$ cat src/rtl/fpk_pkg.sv
// Shared types, constants and the byte-wise CRC-16/MODBUS step for the frame packer.
// No dependencies.
package fpk_pkg;

  localparam int unsigned FrameBytes = 10;
  localparam int unsigned DataBytes  = 8;

  typedef logic [3:0] idx_t;

  localparam idx_t LastIdx   = idx_t'(FrameBytes - 1);
  localparam idx_t CrcLoIdx  = idx_t'(DataBytes);

  localparam logic [15:0] CrcSeed = 16'hFFFF;
  localparam logic [15:0] CrcPoly = 16'hA001;

  typedef struct packed {
    logic [7:0] frame_byte;
    logic       is_last;
  } beat_t;

  // One data byte into the reflected CRC, eight bit steps.
  function automatic logic [15:0] crc_byte(input logic [15:0] crc, input logic [7:0] data);
    logic [15:0] acc;
    acc = crc ^ {8'h00, data};
    for (int b = 0; b < 8; b++) begin
      if (acc[0]) begin
        acc = (acc >> 1) ^ CrcPoly;
      end else begin
        acc = acc >> 1;
      end
    end
    return acc;
  endfunction

endpackage

$ cat src/rtl/fpk_out_reg.sv
// Output register for the frame packer: holds one beat until the receiver takes it.
// Depends on fpk_pkg.
module fpk_out_reg (
  input  logic          clk,
  input  logic          rst,
  input  logic          load,
  input  fpk_pkg::beat_t beat_in,
  output logic          can_load,
  output logic          out_valid,
  input  logic          out_ready,
  output logic [7:0]    frame_byte,
  output logic          is_last
);

  logic          valid;
  fpk_pkg::beat_t beat;

  // slot is free when empty or when its beat leaves this cycle
  assign can_load = !valid || out_ready;

  always_ff @(posedge clk) begin
    if (rst) begin
      valid <= 1'b0;
    end else if (load) begin
      valid <= 1'b1;
    end else if (out_ready) begin
      valid <= 1'b0;
    end
  end

  always_ff @(posedge clk) begin
    if (load) begin
      beat <= beat_in;
    end
  end

  assign out_valid  = valid;
  assign frame_byte = beat.frame_byte;
  assign is_last    = beat.is_last;

endmodule

$ cat src/rtl/four_channel_crc16_frame_packer_unit.sv
// Top level of the four-channel CRC-16 frame packer.
// Depends on fpk_pkg and fpk_out_reg.
//
// Input channel: one beat carries four 16-bit samples (chan_one .. chan_four),
// taken when in_valid and in_ready are both high.
// Output channel: ten byte beats per input beat. Bytes 1-8 are the samples,
// low byte first, in channel order; bytes 9-10 are the CRC-16/MODBUS of those
// eight bytes, low byte first. is_last is high on byte ten only.
//
// Path: the taken sample set is registered, then each byte passes the output register.
// Throughput: one byte per cycle while out_ready stays high, with no gap between frames;
// the next sample set is taken in the cycle the tenth byte moves to the output
// register. The CRC advances one byte with each byte loaded into the output register.
//
// Stall: a low out_ready holds the output register and the byte counter;
// in_ready stays low until the current frame's last byte is loaded.
// Reset (rst, synchronous): drops any frame in progress and empties the
// output register; no initialization is needed.
module four_channel_crc16_frame_packer_unit (
  input  logic               clk,
  input  logic               rst,
  input  logic               in_valid,
  output logic               in_ready,
  input  logic signed [15:0] chan_one,
  input  logic signed [15:0] chan_two,
  input  logic signed [15:0] chan_three,
  input  logic signed [15:0] chan_four,
  output logic               out_valid,
  input  logic               out_ready,
  output logic [7:0]         frame_byte,
  output logic               is_last
);

  logic [63:0]         samples;
  logic                busy;
  fpk_pkg::idx_t       idx;
  logic [15:0]         crc;

  logic                can_load;
  logic                load;
  logic                in_fire;
  logic [7:0]          cur_byte;
  fpk_pkg::beat_t      beat_next;

  assign load     = busy && can_load;
  assign in_ready = !busy || (load && (idx == fpk_pkg::LastIdx));
  assign in_fire  = in_valid && in_ready;

  always_comb begin
    case (idx)
      4'd0:    cur_byte = samples[7:0];
      4'd1:    cur_byte = samples[15:8];
      4'd2:    cur_byte = samples[23:16];
      4'd3:    cur_byte = samples[31:24];
      4'd4:    cur_byte = samples[39:32];
      4'd5:    cur_byte = samples[47:40];
      4'd6:    cur_byte = samples[55:48];
      4'd7:    cur_byte = samples[63:56];
      4'd8:    cur_byte = crc[7:0];
      4'd9:    cur_byte = crc[15:8];
      default: cur_byte = 8'h00;
    endcase
    beat_next.frame_byte = cur_byte;
    beat_next.is_last    = (idx == fpk_pkg::LastIdx);
  end

  always_ff @(posedge clk) begin
    if (rst) begin
      busy <= 1'b0;
      idx  <= '0;
    end else if (in_fire) begin
      busy <= 1'b1;
      idx  <= '0;
    end else if (load) begin
      if (idx == fpk_pkg::LastIdx) begin
        busy <= 1'b0;
        idx  <= '0;
      end else begin
        idx <= idx + 4'd1;
      end
    end
  end

  always_ff @(posedge clk) begin
    if (in_fire) begin
      samples <= {chan_four, chan_three, chan_two, chan_one};
      crc     <= fpk_pkg::CrcSeed;
    end else if (load && (idx < fpk_pkg::CrcLoIdx)) begin
      crc <= fpk_pkg::crc_byte(crc, cur_byte);
    end
  end

  fpk_out_reg u_out (
    .clk        (clk),
    .rst        (rst),
    .load       (load),
    .beat_in    (beat_next),
    .can_load   (can_load),
    .out_valid  (out_valid),
    .out_ready  (out_ready),
    .frame_byte (frame_byte),
    .is_last    (is_last)
  );

  a_idx_range: assert property (@(posedge clk) disable iff (rst)
    !(busy && (idx > fpk_pkg::LastIdx)))
    else $error("byte index past end of frame");

  a_new_frame: assert property (@(posedge clk) disable iff (rst)
    in_fire |=> (busy && (idx == '0)))
    else $error("accepted sample set did not start a frame at byte one");

  a_last_flag: assert property (@(posedge clk) disable iff (rst)
    load |=> (out_valid && (is_last == ($past(idx) == fpk_pkg::LastIdx))))
    else $error("last flag out of step with byte index");

endmodule
$ cat config.mk
export PLATFORM = sky130hd
export DESIGN_NAME = four_channel_crc16_frame_packer_unit
export DESIGN_NICKNAME = d
export VERILOG_FILES = /design/src/rtl/fpk_pkg.sv /design/src/rtl/fpk_out_reg.sv /design/src/rtl/four_channel_crc16_frame_packer_unit.sv
export SDC_FILE = /design/constraint.sdc
export NUM_CORES = 1
export LEC_CHECK = 0
export BUFFER_PORTS_ARGS = -buffer_cell sky130_fd_sc_hd__buf_2
export CAP_MARGIN = 40
export CORE_UTILIZATION = 40
export DETAILED_ROUTE_END_ITERATION = 8
export PLACE_DENSITY_LB_ADDON = 0.3
export SYNTH_ARGS = -nofsm -noshare
export SYNTH_HDL_FRONTEND = slang
export SYNTH_SLANG_ARGS = --single-unit
$ cat constraint.sdc
create_clock -name clk -period 7.9 [get_ports clk]
set_input_delay 0.395 -clock clk [delete_from_list [all_inputs] [get_ports clk]]
set_output_delay 0.395 -clock clk [all_outputs]
set_load 0.1 [all_outputs]
==> out/results.tsv <==
metric	value	unit
total gr overflow	0	
YS warnings	0	
Worst Setup End Kind	flop	
Leak	1.79	nW
count of final setup violators	0	
syn avg cell area	13.4	um2
FF/Latch Area	2630	um2
fmax	283	MHz
HP Class	in2reg	
Mapped Cells	308	
Fillers	921	
antenna-violating nets left	0	
worst rel slew slack	33.2	%
first-pass GRT wire length	14.0	mm
vias in the first global route	2715	
gr usage total	17.0	%
post-synthesis sequential area ratio	63.7	%
asr flop ratio synth	0	%
number of CTS-inserted buffers	9	
number of inserted diodes	0	
clk_lat worst skew	0.36	ns
fin crit share	44.7	%
TritonCTS Sinks	95	
R2R Path Start	idx[3]	
commonest non-fill, non-tap cell in the layout	buf_2	
1st-iter DRT viols	181	
post-CTS setup buffer count	0	
CTS tree	yes	
commonest cells after routing, fill and taps aside	buf_2 (78), edfxtp_1 (73), nand2_1 (26)	
Layout area overhead	16.5	%
actual slew at the worst max-slew pin	1.00	ns
Cells after DPL	507	
Vias per Instance	5.14	
CP startpoint kind	flop	
largest net degree at the start of global routing	50	
pwr/cell area	249	nW/um2
cts hold-fix bufs	0	
total negative setup slack	0	ns
Core Area	9910	um2
post-layout min period	3.53	ns
status	finished clean	
Die Area	10700	um2
die height	104	um
Crit Path Max Fanout	27	
post-DP HPWL	5.91	mm
Die X	104	um
Critical Path RT	8.14	ns
Initial Util	41.7	%
final instance count without filler cells	523	
number of synthesized flops with an enable pin	73	
mapped cell area	4130	um2
Worst-path clk slew	0.10	ns
nets@finish	453	
Syn Nets	376	
row count	36	
RSZ-0062 raised after global routing	no	
Layout Skew	0.0129	ns
VDD IR-drop max	0.134	mV
Synth cell types	50	
Final Hold Vio Count	0	
Critical Path Source	idx[3]	
IO Port Bufs	78	
layout cell share with drive strength beyond 1	28.2	%
initial antenna violation count	0	
Max-Cap Viols	0	
Synth Flop Type	edfxtp_1	
Slew Viols, Final	0	
Yosys reg bits	95	
DRC	0	
CP Class	reg2reg	
1st-pass router iterations	4	
WL per Instance	16.1	um
total number of vias	2687	
root buffer cell	clkbuf_8	
setup ws final	4.37	ns
clock tree buffer depth	2	
post-cts sizing count	0	
final wirelength	8.42	mm
# H-tree levels	3	
CP arrival	3.77	ns
IO Count	79	
dpl ws	4.41	ns
min-delay src	chan_two[5]	
gp weighted congestion	0.838	
area occupied by multi-input gates	1380	um2
==> cell families (layout without fill, tap and decap cells) <==
logic type / Yosys count / count (layout) / share of synthesized area, %
compound gates: 55 / 55 / 9.84
xor+xnor: 23 / 23 / 7.08
buf+inv: 20 / 102 / 2.88
flops: 95 / 95 / 63.7
mux: 16 / 16 / 3.94
simple gates: 99 / 99 / 12.6
==> per-layer routing <==
metal / global-route usage [%] / vias to the layer above / routed length [um]
met5: 0 / - / 0
met4: 7.56 / 0 / 160
met3: 4.09 / 11 / 426
met2: 25.2 / 85 / 3850
met1: 23.6 / 1275 / 3980
li1: - / 1316 / -
==> cells in the mapped netlist, drive strengths merged (9+ instances only) <==
cell type | instances | area (um2)
xor2 | 10 | 103
edfxtp | 73 | 2190
buf | 12 | 88.8
nand2 | 26 | 97.6
dfxtp | 22 | 440
mux2i | 14 | 140
nand3 | 17 | 85.1
a21oi | 10 | 50.1
xnor2 | 9 | 97.6
a22oi | 10 | 75.1
nor2 | 13 | 48.8
==> path summary, 6_finish.rpt <==
path / endpoint / slack (ns) / depth (start not counted)
worst max-delay path: crc[0] / 4.37 / 9
worst min register to register: u_out.out_valid / 0.49 / 2
worst max register to register: crc[0] / 4.37 / 9
worst min-delay path: samples[21] / 0.20 / 1
==> registers in the layout (all words and copies together), names as in the netlist <==
| name | cells |
|---|---|
| samples | 64 |
| crc | 16 |
| u_out.frame_byte | 8 |
| idx | 4 |
| busy | 1 |
| u_out.is_last | 1 |
| u_out.out_valid | 1 |
==> layout make-up <==
class / instances / share of cell area, %
clock buffers: 10 / 2.65
clock inverters: 6 / 1.46
inverters: 4 / 0.312
multi-input cells: 193 / 28.7
flip-flops and latches: 95 / 54.7
well taps: 133 / 3.46
repair buffers: 82 / 8.73
==> report_power, final <==
| group | leakage [nW] | switching, mW | internal (mW) | total (mW) |
|---|---|---|---|---|
| combinational | 0.826 | 0.141 | 0.122 | 0.263 |
| clock | 0.0891 | 0.173 | 0.148 | 0.321 |
| sequential | 0.878 | 0.0272 | 0.586 | 0.613 |
| total | 1.79 | 0.341 | 0.856 | 1.20 |
==> critical path: stages, from the launching register on <==
cell	delay, ns
dfxtp_1	0.99
nor2b_1	0.34
nand4_1	0.20
o311ai_1	0.10
or3_1	0.42
xor2_1	0.41
xor3_1	0.45
xnor3_2	0.26
xnor2_1	0.15
o21ai_1	0.07
==> through the flow <==
| stage | hold slack (ns) | util [%] | cell area (um2) | power [mW] |
|---|---|---|---|---|
| 3_3_place_gp | 0.475 | 46.6 | 4620 | 0.885 |
| 4_1_cts | 0.187 | 48.6 | 4810 | 1.21 |
| 5_1_grt | 0.177 | 48.6 | 4810 | 1.26 |
| 3_5_place_dp | 0.475 | 46.6 | 4620 | 0.889 |
| 6_report | 0.202 | 48.6 | 4810 | 1.20 |
| 2_1_floorplan | 0.447 | - | 4130 | 0.828 |
No activity file was read; power rests on OpenSTA's default activity.
